<file path="config.mk">
export PLATFORM = sky130hd
export DESIGN_NAME = bmf_front
export DESIGN_NICKNAME = d
export VERILOG_FILES = /design/src/rtl/core/bmf_pkg.sv /design/src/rtl/core/bmf_front.sv
export SDC_FILE = /design/constraint.sdc
export NUM_CORES = 1
export LEC_CHECK = 0
export BUFFER_PORTS_ARGS = -buffer_cell sky130_fd_sc_hd__buf_2
export CAP_MARGIN = 20
export CORE_AREA = 2 2 39 41
export DETAILED_ROUTE_END_ITERATION = 7
export DIE_AREA = 0 0 41 43
export PLACE_DENSITY = 0.9
export REMOVE_ABC_BUFFERS = 1
export SETUP_SLACK_MARGIN = 0.15
export SYNTH_ARGS = -nofsm -noshare
export SYNTH_HDL_FRONTEND = slang
export SYNTH_SLANG_ARGS = --single-unit
</file>
<file path="constraint.sdc">
create_clock -name vclk -period 2.8
set_input_delay 0.42 -clock vclk [all_inputs]
set_output_delay 0.42 -clock vclk [all_outputs]
set_load 0.03 [all_outputs]
</file>
<file path="src/rtl/core/bmf_pkg.sv">
// Shared types, sizes and command codes of the banked mapper.
package bmf_pkg;

  localparam int FLASH_BYTES    = 1048576;
  localparam int SECTOR_BYTES   = 131072;
  localparam int PAGE_BYTES     = 128;
  localparam int BANK_BYTES     = 8192;
  localparam int RAM_BANK_BYTES = 4096;
  localparam int HIDDEN_BYTES   = 256;

  localparam int FLASH_AW    = $clog2(FLASH_BYTES);
  localparam int SECTOR_AW   = $clog2(SECTOR_BYTES);
  localparam int PAGE_AW     = $clog2(PAGE_BYTES);
  localparam int BANK_AW     = $clog2(BANK_BYTES);
  localparam int RAM_BANK_AW = $clog2(RAM_BANK_BYTES);
  localparam int HIDDEN_AW   = $clog2(HIDDEN_BYTES);
  localparam int RAM_BANK_W  = 3;
  localparam int RAM_AW      = RAM_BANK_AW + RAM_BANK_W;
  localparam int ROM_BANK_W  = 7;
  localparam int WIN_AW      = ROM_BANK_W + BANK_AW;
  localparam int ROM_SIZE_W  = 21;
  localparam int OFF_W       = 20;
  localparam int CNT_W       = ROM_SIZE_W - BANK_AW + 1;

  localparam int Q_DEPTH = 2;
  localparam int Q_AW    = $clog2(Q_DEPTH);

  localparam logic [14:0] UNLOCK_ADDR_A = 15'h5555;
  localparam logic [14:0] UNLOCK_ADDR_B = 15'h2AAA;

  localparam logic [7:0] ID_MAKER      = 8'hC2;
  localparam logic [7:0] ID_DEVICE     = 8'h81;
  localparam logic [7:0] ID_NONE       = 8'h00;
  localparam logic [7:0] BYTE_ERASED   = 8'hFF;
  localparam logic [7:0] STATUS_BASE   = 8'h80;
  localparam logic [7:0] KEY_A         = 8'hAA;
  localparam logic [7:0] KEY_B         = 8'h55;
  localparam logic [7:0] CMD_RESET     = 8'hF0;
  localparam logic [7:0] CMD_ID        = 8'h90;
  localparam logic [7:0] CMD_PROGRAM   = 8'hA0;
  localparam logic [7:0] CMD_ERASE     = 8'h80;
  localparam logic [7:0] CMD_EXTENDED  = 8'h60;
  localparam logic [7:0] CMD_HIDDEN    = 8'h77;
  localparam logic [7:0] CMD_CHIP      = 8'h10;
  localparam logic [7:0] CMD_SECTOR    = 8'h30;
  localparam logic [7:0] CMD_HID_ERASE = 8'h04;
  localparam logic [7:0] CMD_PROTECT   = 8'h20;
  localparam logic [7:0] CMD_UNPROTECT = 8'h40;
  localparam logic [7:0] CMD_HID_PROG  = 8'hE0;
  localparam logic [3:0] RAM_KEY       = 4'hA;

  typedef enum logic [1:0] {
    ROUTE_LOCAL  = 2'd0,
    ROUTE_ROM    = 2'd1,
    ROUTE_SYSTEM = 2'd2
  } route_t;

  typedef enum logic [3:0] {
    CL_SYSTEM,
    CL_RAM_EN,
    CL_RAM_BANK_LO,
    CL_RAM_BANK_HI,
    CL_FLASH_EN,
    CL_FLASH_WE,
    CL_NOP,
    CL_ROM_BANK_LO,
    CL_SEL_LO,
    CL_ROM_BANK_HI,
    CL_SEL_HI,
    CL_WIN_RD,
    CL_WIN_WR,
    CL_RAM_RD,
    CL_RAM_WR
  } class_t;

  typedef struct packed {
    class_t      cls;
    logic [15:0] addr;
    logic [7:0]  data;
  } q_item_t;

endpackage

</file>
<file path="src/rtl/core/bmf_front.sv">
// Front end: classify each bus access by direction and address region.
module bmf_front
  import bmf_pkg::*;
(
  input  logic        mode,
  input  logic [15:0] bus_address,
  input  logic [7:0]  write_data,
  output q_item_t     item
);

  class_t cls;

  always_comb begin
    cls = CL_SYSTEM;
    if (!mode) begin
      if (bus_address[15:14] == 2'b01) begin
        cls = CL_WIN_RD;
      end else if (bus_address[15:13] == 3'b101) begin
        cls = CL_RAM_RD;
      end
    end else begin
      if (bus_address[15:14] == 2'b00) begin
        case (bus_address[13:10])
          4'h0: cls = CL_RAM_EN;
          4'h1: cls = CL_RAM_BANK_LO;
          4'h2: cls = CL_RAM_BANK_HI;
          4'h3: cls = CL_FLASH_EN;
          4'h4, 4'h5, 4'h6, 4'h7: begin
            cls = (bus_address == 16'h1000) ? CL_FLASH_WE : CL_NOP;
          end
          4'h8, 4'h9: cls = CL_ROM_BANK_LO;
          4'hA, 4'hB: cls = CL_SEL_LO;
          4'hC, 4'hD: cls = CL_ROM_BANK_HI;
          default:    cls = CL_SEL_HI;
        endcase
      end else if (bus_address[15:14] == 2'b01) begin
        cls = CL_WIN_WR;
      end else if (bus_address[15:13] == 3'b101) begin
        cls = CL_RAM_WR;
      end
    end
  end

  assign item.cls  = cls;
  assign item.addr = bus_address;
  assign item.data = write_data;

endmodule

</file>
Word-level counts from Yosys, hierarchy flattened
Cells that the tools add are included.

Register bits: 0. Input bits: 25. Output and inout port bits: 28. Logic and storage cells: 30.

Eq/ne operators: 16. Muxes and demuxes: 8. Reduce and logical (&&, ||, !) cells: 6.

Operators by type and width (count): 4-bit one-hot mux with 8 select lines (1); 4-bit == test, second input constant (6); 4-bit two-way mux (6); 16-bit by 13-bit == test with 1-bit output, second input constant (1); 4-bit by 3-bit == test with 1-bit output, second input constant (4); 4-bit by 2-bit == test with 1-bit output, second input constant (2); 2-bit OR reduction (3); 4-bit by 1-bit == test with 1-bit output, second input constant (1); 4-bit zero test (1); 4-bit OR reduction (1); 3-bit == test, second input constant (1); 2-bit by 1-bit == test with 1-bit output, second input constant (1); 2-bit zero test (1); 2-bit two-way mux (1).

Longest topological paths before layout
Depth in word-level cells: 5. Gate-level depth with buffers: 5.

Worst setup path after synthesis
Ideal clock, no wire load.

Kind: input port to output port. Start: input bus_address[4]. End: output item[24] in the netlist's numbering. Arrival: 1.433 ns. Required time: 2.380 ns. Setup slack: 0.947 ns. Stages on the path: 3. Cell sequence: or4_4 > nor3_1 > o31a_1.

RTL lines: start, declared (line bmf_front.sv:6) `input logic [15:0] bus_address,`; end, declared (line bmf_front.sv:8) `output q_item_t item`.

==> results.sh <==
export IMPL_status="completed"
export IMPL_rsz0062_at_grt="false"
export IMPL_ff_latch_area_um2=0
export IMPL_intPower_w=0.0000323
export IMPL_finalHoldViolCount=0
export IMPL_wl_um=991
export IMPL_fp_dieH_um=43
export IMPL_relSlewSlack=0.816
export IMPL_synthAdderAreaFrac=0
export IMPL_start_util=0.328
export IMPL_tightest_slew_ns=0.275
export IMPL_power_density_nw_per_um2=212
export IMPL_yosys_area_share_simple=0.273
export IMPL_synth_warnings=0
export IMPL_fmax_mhz=492
export IMPL_ios=53
export IMPL_drive_gt1_frac=0.560
export IMPL_final_common_cell="buf_2"
export IMPL_dieArea_um2=1760
export IMPL_fin_crit_ns=2.03
export IMPL_fill_cells=157
export IMPL_end_kind="output pin"
export IMPL_multi_input_area_um2=245
export IMPL_syn_area_um2=454
export IMPL_ant_nets=0
export IMPL_synth_xor_area_frac=0
export IMPL_post_cts_resized=0
export IMPL_synth_mux_area_frac=0.0220
export IMPL_critical_path_class="in -> out"
export IMPL_drt_pass1_iterations=3
export IMPL_postSynthCellCount=66
export IMPL_post_cts_buffers=0
export IMPL_postCtsHoldBufs=0
export IMPL_yosys_cell_types_count=27
export IMPL_sw_frac_of_total=0.664
export IMPL_grt_pass1_vias=322
export IMPL_setup_violations=0
export IMPL_combPwrFrac=1.000
export IMPL_ir_drop_mv=0.0525
export IMPL_post_drt_wl_per_cell_um=10.9
export IMPL_final_cell_mix="37 x buf_2, 4 x nor3_1, 4 x o21ai_0"
export IMPL_max_cap_violations=0
export IMPL_synth_compound_area_frac=0.245
export IMPL_vias_per_cell=4.98
export IMPL_placed_cells=91
export IMPL_grt_ovfl_total=0
export IMPL_io_buffer_count=37
export IMPL_setup_tns_ns=0
export IMPL_grt_first_pass_wirelength_um=1300
export IMPL_gp_congestion=0.696
export IMPL_hold_path_class="in -> out"
export IMPL_start_kind="input pin"
export IMPL_synth_top_family_by_area="buffers and inverters"
export IMPL_dp_hpwl_um=833
export IMPL_grt_use_total=0.0989
export IMPL_placedInstanceArea_um2=454
export IMPL_final_cell_count_no_fill=91
export IMPL_antenna_found_initial=0
export IMPL_clock_power_share=0
export IMPL_drt_iter0_drc=2
export IMPL_crit_end="item[25]"
export IMPL_p_leak_nw=0.225
export IMPL_p_sw_w=0.0000638
export IMPL_syn_area_per_cell_um2=6.88
export IMPL_seqPwrFrac=0
export IMPL_postLayoutCellArea_um2=454
export IMPL_drc_errors=0
export IMPL_num_vias=453
export IMPL_nets=102
export IMPL_area_delta_synth_final_pct=0
export IMPL_design_seq_count=0
export IMPL_coreArea_um2=1380
export IMPL_rows=14
export IMPL_crit_path_max_fanout=2
export IMPL_diodes=0
export IMPL_fin_crit_sh=0.725
export IMPL_ys_seq_area_frac=0
export IMPL_cp_arrival_ns=1.61
export IMPL_die_x_um=41
export IMPL_slew_violations=0
export IMPL_grt_max_degree=14
export IMPL_crit_required_ns=2.38
export IMPL_clock_buffers=0
export IMPL_finalPower_w=0.0000961
export IMPL_crit_start="bus_address[4]"
[critical path: stages]
cell	delay [ns]
buf_2	0.10
or4_4	0.53
o311ai_2	0.24
o221ai_2	0.13
buf_2	0.19
[layout make-up]
cell class | instances | area share
Tap cell | 16 | 0.0441
Inverter | 1 | 0.00826
Timing Repair Buffer | 37 | 0.408
Multi-Input combinational cell | 37 | 0.540
[Yosys cell counts (all sizes together) (2+ instances only)]
cell,instances,share of area
nand2,3,0.025
nor2,3,0.025
nor4,2,0.041
o21ai,4,0.044
nor2b,2,0.028
buf,27,0.44
nor3,4,0.044
nand2b,3,0.041
a21oi,3,0.033
[power by group through the flow]
stage          clock, W  sequential (W)  combinational (W)
6_report              0               0          0.0000961
4_1_cts               0               0          0.0000967
3_3_place_gp          0               0          0.0000948
2_1_floorplan         0               0          0.0000306
5_1_grt               0               0           0.000103
3_5_place_dp          0               0          0.0000965
[how the worst min path moves through the flow]
stage / depth (start not counted) / slack [ns] / from / to
2_1_floorplan: 0 / 0.84 / write_data[0] / item[0]
3_3_place_gp: 0 / 0.84 / write_data[0] / item[0]
5_1_grt: 0 / 0.84 / write_data[2] / item[2]
4_1_cts: 0 / 0.84 / write_data[0] / item[0]
3_5_place_dp: 0 / 0.84 / write_data[0] / item[0]
6_report: 0 / 0.84 / write_data[0] / item[0]
[layer usage]
metal  up-vias  GRT usage  routed length [um]  share of wire
li1        225          -                   -              -
met1       192     0.0981                 323           0.33
met2        36      0.172                 507           0.51
met3         0     0.0681                 160           0.16
met4         0          0                   0              0
met5         -          0                   0              0
[through the flow]
step	hold WS [ns]	util	worst slack, ns
floorplan	0.840	-	0.947
finish	0.840	0.328	0.769
detailed placement	0.840	0.328	0.759
global route	0.840	0.328	0.705
global placement	0.840	0.328	0.763
CTS	0.840	0.328	0.759
[cells by family after synthesis]
logic type,Yosys count
buffers and inverters,29
and+or+nand+nor,21
AOI/OAI and AO/OA,15
muxes,1
Power figures use the tool's default switching activity.
