$ cat config.mk
export PLATFORM = sky130hd
export DESIGN_NAME = bmf_fifo
export DESIGN_NICKNAME = d
export VERILOG_FILES = /design/src/rtl/core/bmf_pkg.sv /design/src/rtl/core/bmf_fifo.sv
export SDC_FILE = /design/constraint.sdc
export NUM_CORES = 1
export LEC_CHECK = 0
export BUFFER_PORTS_ARGS = -buffer_cell sky130_fd_sc_hd__buf_4
export CAP_MARGIN = 40
export CORE_MARGIN = 2
export CORE_UTILIZATION = 51
export CTS_CLUSTER_SIZE = 8
export DETAILED_ROUTE_END_ITERATION = 8
export PLACE_DENSITY = 0.78
export SLEW_MARGIN = 0
export SYNTH_ARGS = -nofsm -noshare
export SYNTH_HDL_FRONTEND = slang
export SYNTH_SLANG_ARGS = --single-unit
$ cat constraint.sdc
create_clock -name clk -period 2.3 [get_ports clk]
set_input_delay 0.46 -clock clk [delete_from_list [all_inputs] [get_ports clk]]
set_output_delay 0.46 -clock clk [all_outputs]
set_load 0.05 [all_outputs]
$ cat src/rtl/core/bmf_pkg.sv
// Shared types, sizes and command codes of the banked mapper.
package bmf_pkg;

  localparam int FLASH_BYTES    = 1048576;
  localparam int SECTOR_BYTES   = 131072;
  localparam int PAGE_BYTES     = 128;
  localparam int BANK_BYTES     = 8192;
  localparam int RAM_BANK_BYTES = 4096;
  localparam int HIDDEN_BYTES   = 256;

  localparam int FLASH_AW    = $clog2(FLASH_BYTES);
  localparam int SECTOR_AW   = $clog2(SECTOR_BYTES);
  localparam int PAGE_AW     = $clog2(PAGE_BYTES);
  localparam int BANK_AW     = $clog2(BANK_BYTES);
  localparam int RAM_BANK_AW = $clog2(RAM_BANK_BYTES);
  localparam int HIDDEN_AW   = $clog2(HIDDEN_BYTES);
  localparam int RAM_BANK_W  = 3;
  localparam int RAM_AW      = RAM_BANK_AW + RAM_BANK_W;
  localparam int ROM_BANK_W  = 7;
  localparam int WIN_AW      = ROM_BANK_W + BANK_AW;
  localparam int ROM_SIZE_W  = 21;
  localparam int OFF_W       = 20;
  localparam int CNT_W       = ROM_SIZE_W - BANK_AW + 1;

  localparam int Q_DEPTH = 2;
  localparam int Q_AW    = $clog2(Q_DEPTH);

  localparam logic [14:0] UNLOCK_ADDR_A = 15'h5555;
  localparam logic [14:0] UNLOCK_ADDR_B = 15'h2AAA;

  localparam logic [7:0] ID_MAKER      = 8'hC2;
  localparam logic [7:0] ID_DEVICE     = 8'h81;
  localparam logic [7:0] ID_NONE       = 8'h00;
  localparam logic [7:0] BYTE_ERASED   = 8'hFF;
  localparam logic [7:0] STATUS_BASE   = 8'h80;
  localparam logic [7:0] KEY_A         = 8'hAA;
  localparam logic [7:0] KEY_B         = 8'h55;
  localparam logic [7:0] CMD_RESET     = 8'hF0;
  localparam logic [7:0] CMD_ID        = 8'h90;
  localparam logic [7:0] CMD_PROGRAM   = 8'hA0;
  localparam logic [7:0] CMD_ERASE     = 8'h80;
  localparam logic [7:0] CMD_EXTENDED  = 8'h60;
  localparam logic [7:0] CMD_HIDDEN    = 8'h77;
  localparam logic [7:0] CMD_CHIP      = 8'h10;
  localparam logic [7:0] CMD_SECTOR    = 8'h30;
  localparam logic [7:0] CMD_HID_ERASE = 8'h04;
  localparam logic [7:0] CMD_PROTECT   = 8'h20;
  localparam logic [7:0] CMD_UNPROTECT = 8'h40;
  localparam logic [7:0] CMD_HID_PROG  = 8'hE0;
  localparam logic [3:0] RAM_KEY       = 4'hA;

  typedef enum logic [1:0] {
    ROUTE_LOCAL  = 2'd0,
    ROUTE_ROM    = 2'd1,
    ROUTE_SYSTEM = 2'd2
  } route_t;

  typedef enum logic [3:0] {
    CL_SYSTEM,
    CL_RAM_EN,
    CL_RAM_BANK_LO,
    CL_RAM_BANK_HI,
    CL_FLASH_EN,
    CL_FLASH_WE,
    CL_NOP,
    CL_ROM_BANK_LO,
    CL_SEL_LO,
    CL_ROM_BANK_HI,
    CL_SEL_HI,
    CL_WIN_RD,
    CL_WIN_WR,
    CL_RAM_RD,
    CL_RAM_WR
  } class_t;

  typedef struct packed {
    class_t      cls;
    logic [15:0] addr;
    logic [7:0]  data;
  } q_item_t;

endpackage

$ cat src/rtl/core/bmf_fifo.sv
// Short queue of classified items between front and back.
module bmf_fifo
  import bmf_pkg::*;
(
  input  logic    clk,
  input  logic    rst,
  input  logic    wr,
  input  q_item_t wr_item,
  input  logic    rd,
  output q_item_t rd_item,
  output logic    q_full,
  output logic    q_empty
);

  localparam int CW = $clog2(Q_DEPTH + 1);

  q_item_t         slots [Q_DEPTH];
  logic [Q_AW-1:0] wptr;
  logic [Q_AW-1:0] rptr;
  logic [CW-1:0]   count;

  assign q_full  = (count == CW'(Q_DEPTH));
  assign q_empty = (count == '0);
  assign rd_item = slots[rptr];

  always_ff @(posedge clk) begin
    if (wr) begin
      slots[wptr] <= wr_item;
    end
  end

  always_ff @(posedge clk) begin
    if (rst) begin
      wptr  <= '0;
      rptr  <= '0;
      count <= '0;
    end else begin
      if (wr) begin
        wptr <= (wptr == Q_AW'(Q_DEPTH - 1)) ? '0 : wptr + 1'b1;
      end
      if (rd) begin
        rptr <= (rptr == Q_AW'(Q_DEPTH - 1)) ? '0 : rptr + 1'b1;
      end
      if (wr && !rd) begin
        count <= count + 1'b1;
      end else if (rd && !wr) begin
        count <= count - 1'b1;
      end
    end
  end

endmodule

# Yosys cells after proc, flatten, opt, wreduce, memory -nomap -nowiden
# Memory sizes are Yosys's and may differ from the RTL's. A register that Yosys moved wholly into a read port is not among the register bits.
# Cells that the tools add are included.
[classes] n_bitwise=0 mux=8 n_reduce_logical=6 n_mul=0 n_lt_le_gt_ge=0 div=0 n_eq_ne=1 shifts=0 n_addsub=4
[op_table] operator="2-to-1 mux 1 bit" n=6
[op_table] operator="2-to-1 mux 2 bit" n=2
[op_table] operator="adder 1 bit (second input constant)" n=2
[op_table] operator="adder 2 x 1 -> 2 bit (second input constant)" n=1
[op_table] operator="equality test 2 bit (second input constant)" n=1
[op_table] operator="logical AND 1 bit" n=2
[op_table] operator="logical NOT 1 bit" n=2
[op_table] operator="logical NOT 2 bit" n=1
[op_table] operator="nonzero test 2 bit" n=1
[op_table] operator="subtractor 2 x 1 -> 2 bit (second input constant)" n=1
[word_totals] mem_bits_ro=0 elab_cells=23 mem_count=1 register_bits=4 in_bits=32 output_inout_bits=30 latch_bits=0 ram_bits=56
[mem_list] memory="slots" words=2 width=28 read_ports=1 rd_ports_with_merged_regs=1 wr=1 line_no="bmf_fifo.sv:17" rtl="q_item_t slots [Q_DEPTH];"

# Logic depth before layout (Yosys ltp)
[logic_depth] depth_word=4 mapped_depth=5 mapped_depth_nobuf=5

# Least setup slack after synthesis
# Ideal clock, no wire load.
[synth_path] path_type="in2reg" start="in wr" end="mem slots[0][0] (netlist bit) (enable)" arrival_ns=1.737 slack_ns=0.147 path_stages=1 setup_time_ns=0.416 t_required_ns=1.884 n_path_buf=0 cell_sequence="nor2b_1"
[synth_via] elab_chain_cells=2
[synth_lines] item="start, declared" line_no="bmf_fifo.sv:7" rtl="input logic wr,"
[synth_lines] item="2-to-1 mux 1 bit" line_no="bmf_fifo.sv:27" rtl="if (wr) begin"
[synth_lines] item="2-to-1 mux 1 bit (implied by the code)" line_no="bmf_fifo.sv:28" rtl="slots[wptr] <= wr_item;"
[synth_lines] item="end, declared" line_no="bmf_fifo.sv:17"
# Every way passes these cells.

==> impl_summary.log <==
[metrics] critical hold path startpoint: wr_item[7]
[metrics] end of the worst hold path: slots[0][7]$_DFFE_PP_
[metrics] count of standard-cell rows: 24
[metrics] clock root buffer: clkbuf_8
[metrics] effective utilization at floorplan: between 50% and 60%
[metrics] critical path launch point type: flop
[metrics] warnings from Yosys: 0
[metrics] Boundary Pins: between 60 and 70
[metrics] critical-path maximum fanout: 15
[metrics] cell count of the worst hold path: 1
[metrics] number of buffers added to fix hold violations after cts: 0
[metrics] global routing usage on met2: 28.3%
[metrics] Overflow after GRT: 0
[metrics] Setup WS post-layout: 0.393 ns
[metrics] area share of the largest cell type after synthesis: 75.3%
[metrics] worst flop-to-flop path endpoint: slots[1][4]$_DFFE_PP_
[metrics] mean post-synth cell area: between 20 and 25 sq um
[metrics] Tot Pwr: 2680 uW
[metrics] Final Max Slew Viols: 0
[metrics] DRC violations left: 0
[metrics] data arrival time of the critical path: 1.45 ns
[metrics] post-synthesis net count: around 140
[metrics] most instantiated library cell after synthesis: edfxtp_1
[metrics] most used routing layer: met2
[metrics] switching power: 715 uW
[metrics] Sw Share: 26.7%
[metrics] y dimension of the die: around 70 um
[metrics] EDFF count, synth: 56
[metrics] Final Hold Slack: 0.321 ns
[metrics] setup fix buffers added after clock tree synthesis: 0
[metrics] pre-CTS WS: 0.723 ns
[metrics] Max VDD drop: 0.000532 V
[metrics] share of power burned in the clock network: 31.7%
[metrics] Fin Clk Skew: slightly below 0.005 ns
[metrics] biggest area consumer among synthesized cells: edfxtp_1
[metrics] Via density: 4.97
[metrics] last weighted congestion value of the routability-driven placer: 0.694
[metrics] maximum number of buffers from clock root to sink: 2
[metrics] Worst Hold Class: input pin to flop
[metrics] HPWL after detailed placement: 2570 um
[metrics] starting DRC count in detailed routing: approximately 130
[metrics] relative slew slack: 86.8%
[metrics] number of antenna violations at the first check in global routing: 0
[metrics] final sum of negative setup slack: 0 ns
[metrics] R2R Path Start: wptr$_SDFFE_PP0P_
[metrics] unrepaired setup endpoints after global routing: false
[metrics] critical setup path kind: flop to output port
[metrics] Async S/R FF share, synth: 0%
[metrics] Area Overhead vs Synth: 32.5%
[metrics] required time at the worst-slack endpoint: 1.84 ns
[metrics] sequential element share of the synthesized area: roughly four fifths
[metrics] global-route total usage across every layer: 16.4%
[metrics] die boundary width: 70.2 um
[metrics] flop2flop setup slack: 1.22 ns
[metrics] antenna-violating nets left: 0
[metrics] wire length of the first global-routing pass: 5750 um
[metrics] fraction of power consumed by sequential logic: 48.9%
[metrics] Synth Register Bits: 61
[metrics] final critical-path required period: 1.91 ns
[metrics] worst r2r path cells: 2
[metrics] clock tree from TritonCTS: done
[metrics] final hold violations: 0
[metrics] cell-internal power: 1970 uW
[metrics] number of max-cap violations: 0
[metrics] count of mapped cells out of synthesis: 109
[metrics] Area contributors post-synth: edfxtp_1, mux2_2, dfxtp_1
[metrics] post-route fraction of the period consumed by the critical path: 82.9%
[metrics] final routed wire length divided by cell count: roughly 15 um
[metrics] maximum clock frequency: 525 MHz
[metrics] Post-synth top flop: edfxtp_1
[metrics] Clock transition at path regs: 0.06 ns
[metrics] GRT met3 Usage: 5.92%
[metrics] part of the power in combinational logic: 19.4%
[metrics] area of the core region: 4290 sq um
[metrics] share of cells above drive strength 1: approximately 58%
[metrics] nets: 217
[metrics] die outline area: just under 5000 sq um
[metrics] Ant. Diodes: 0
[metrics] Cell Pwr Density: 907 nW/um^2
[metrics] Pleak: 0.00114 uW
[metrics] pin count of the biggest net entering global routing: 16
[metrics] Synth Cell Area: 2230 sq um
[metrics] final setup fails: 0
[metrics] status: complete, no violations
[metrics] CTS buffer count: 9
[metrics] insertion delay of the later-clocked pin in the worst-skew pair: 0.32 ns
[metrics] CTS H-tree depth: 3
[metrics] Worst Tran Pin Value: approximately 0.20 ns
[metrics] Detailed Routing Iterations Pass 1: 4
[metrics] leading cell types by count after synthesis: edfxtp_1, mux2_2, dfxtp_1, nor2_1
[metrics] number of distinct library cells after synthesis: 16
[metrics] via count of the first global-routing pass: 1,299
[metrics] overall via count from detail_route: 1,198
[metrics] total of buffers placed on input and output ports: 61
[metrics] crit path capture type: output port
[metrics] total of cells resized after clock tree synthesis: 0
[metrics] number of clock sinks: 61
[metrics] GRT met1 Usage: 17.2%
[metrics] total wire length after detailed routing: 3630 um
[through the flow]
stage / area [sq um] / utilization (%) / std cells
after global placement: 2780 / 64.6 / 225
after CTS: 2960 / 68.9 / 241
after global routing: 2960 / 68.9 / 241
final: 2960 / 68.9 / 241
after detailed placement: 2780 / 64.6 / 225
after floorplan: 2230 / - / 109
[layout make-up]
cell class,count,area (sq um)
Sequential cell,61,1780
Fill cell,304,1340
Timing Repair Buffer,67,503
Multi-Input combinational cell,44,422
Clock buffer,10,128
Tap cell,52,65.1
Clock inverter,6,53.8
Inverter,1,3.75
[sequential cells by signal (all words and copies together) (netlist names), named ones only]
register	count
slots	56
count	2
rptr	1
wptr	1
[how the worst max path moves through the flow]
stage / from / endpoint / depth (start not counted)
2_1_floorplan: wr / slots[0][0]$_DFFE_PP_ / 1
3_3_place_gp: flop / rd_item[6] / 3
3_5_place_dp: flop / rd_item[25] / 3
4_1_cts: flop / rd_item[25] / 3
5_1_grt: flop / rd_item[25] / 3
6_report: flop / rd_item[25] / 3
[layer usage]
metal	up-vias	routed length, um	part of all wire, %
met5	-	0	0
met4	0	61	1.7
met3	7	228	6.3
met2	46	1960	54
met1	579	1380	38
li1	566	-	-
[power by group through the flow]
stage | Combinational [uW] | Sequential (uW) | Clock (uW)
after floorplan | 355 | 1330 | 0
after global placement | 514 | 1330 | 0
after CTS | 526 | 1310 | 873
final | 520 | 1310 | 850
after global routing | 544 | 1320 | 934
after detailed placement | 524 | 1340 | 0
[kinds of logic after synthesis]
kind of cell    share of synthesized area, %
flops                                   79.8
mux                                     14.1
simple gates                            2.07
xor+xnor                                1.57
buf+inv                                 1.40
compound gates                         0.448
fa+ha+maj                              0.560
[worst max-delay path: stages, from the launching register on]
cell,delay [ns]
dfxtp_1,0.33
buf_4,0.23
mux2_2,0.37
buf_4,0.19
[cells in the final DEF (no fill, tap or decap), drive strengths merged, types with 2 or more instances in the layout]
master | netlist | layout
buf | 3 | 67
clkbuf | 0 | 10
clkinv | 0 | 4
dfxtp | 5 | 5
edfxtp | 56 | 56
mux2 | 28 | 28
nor2 | 5 | 5
xnor2 | 2 | 2
xor2 | 2 | 2
(Power assumes the default switching activity.)
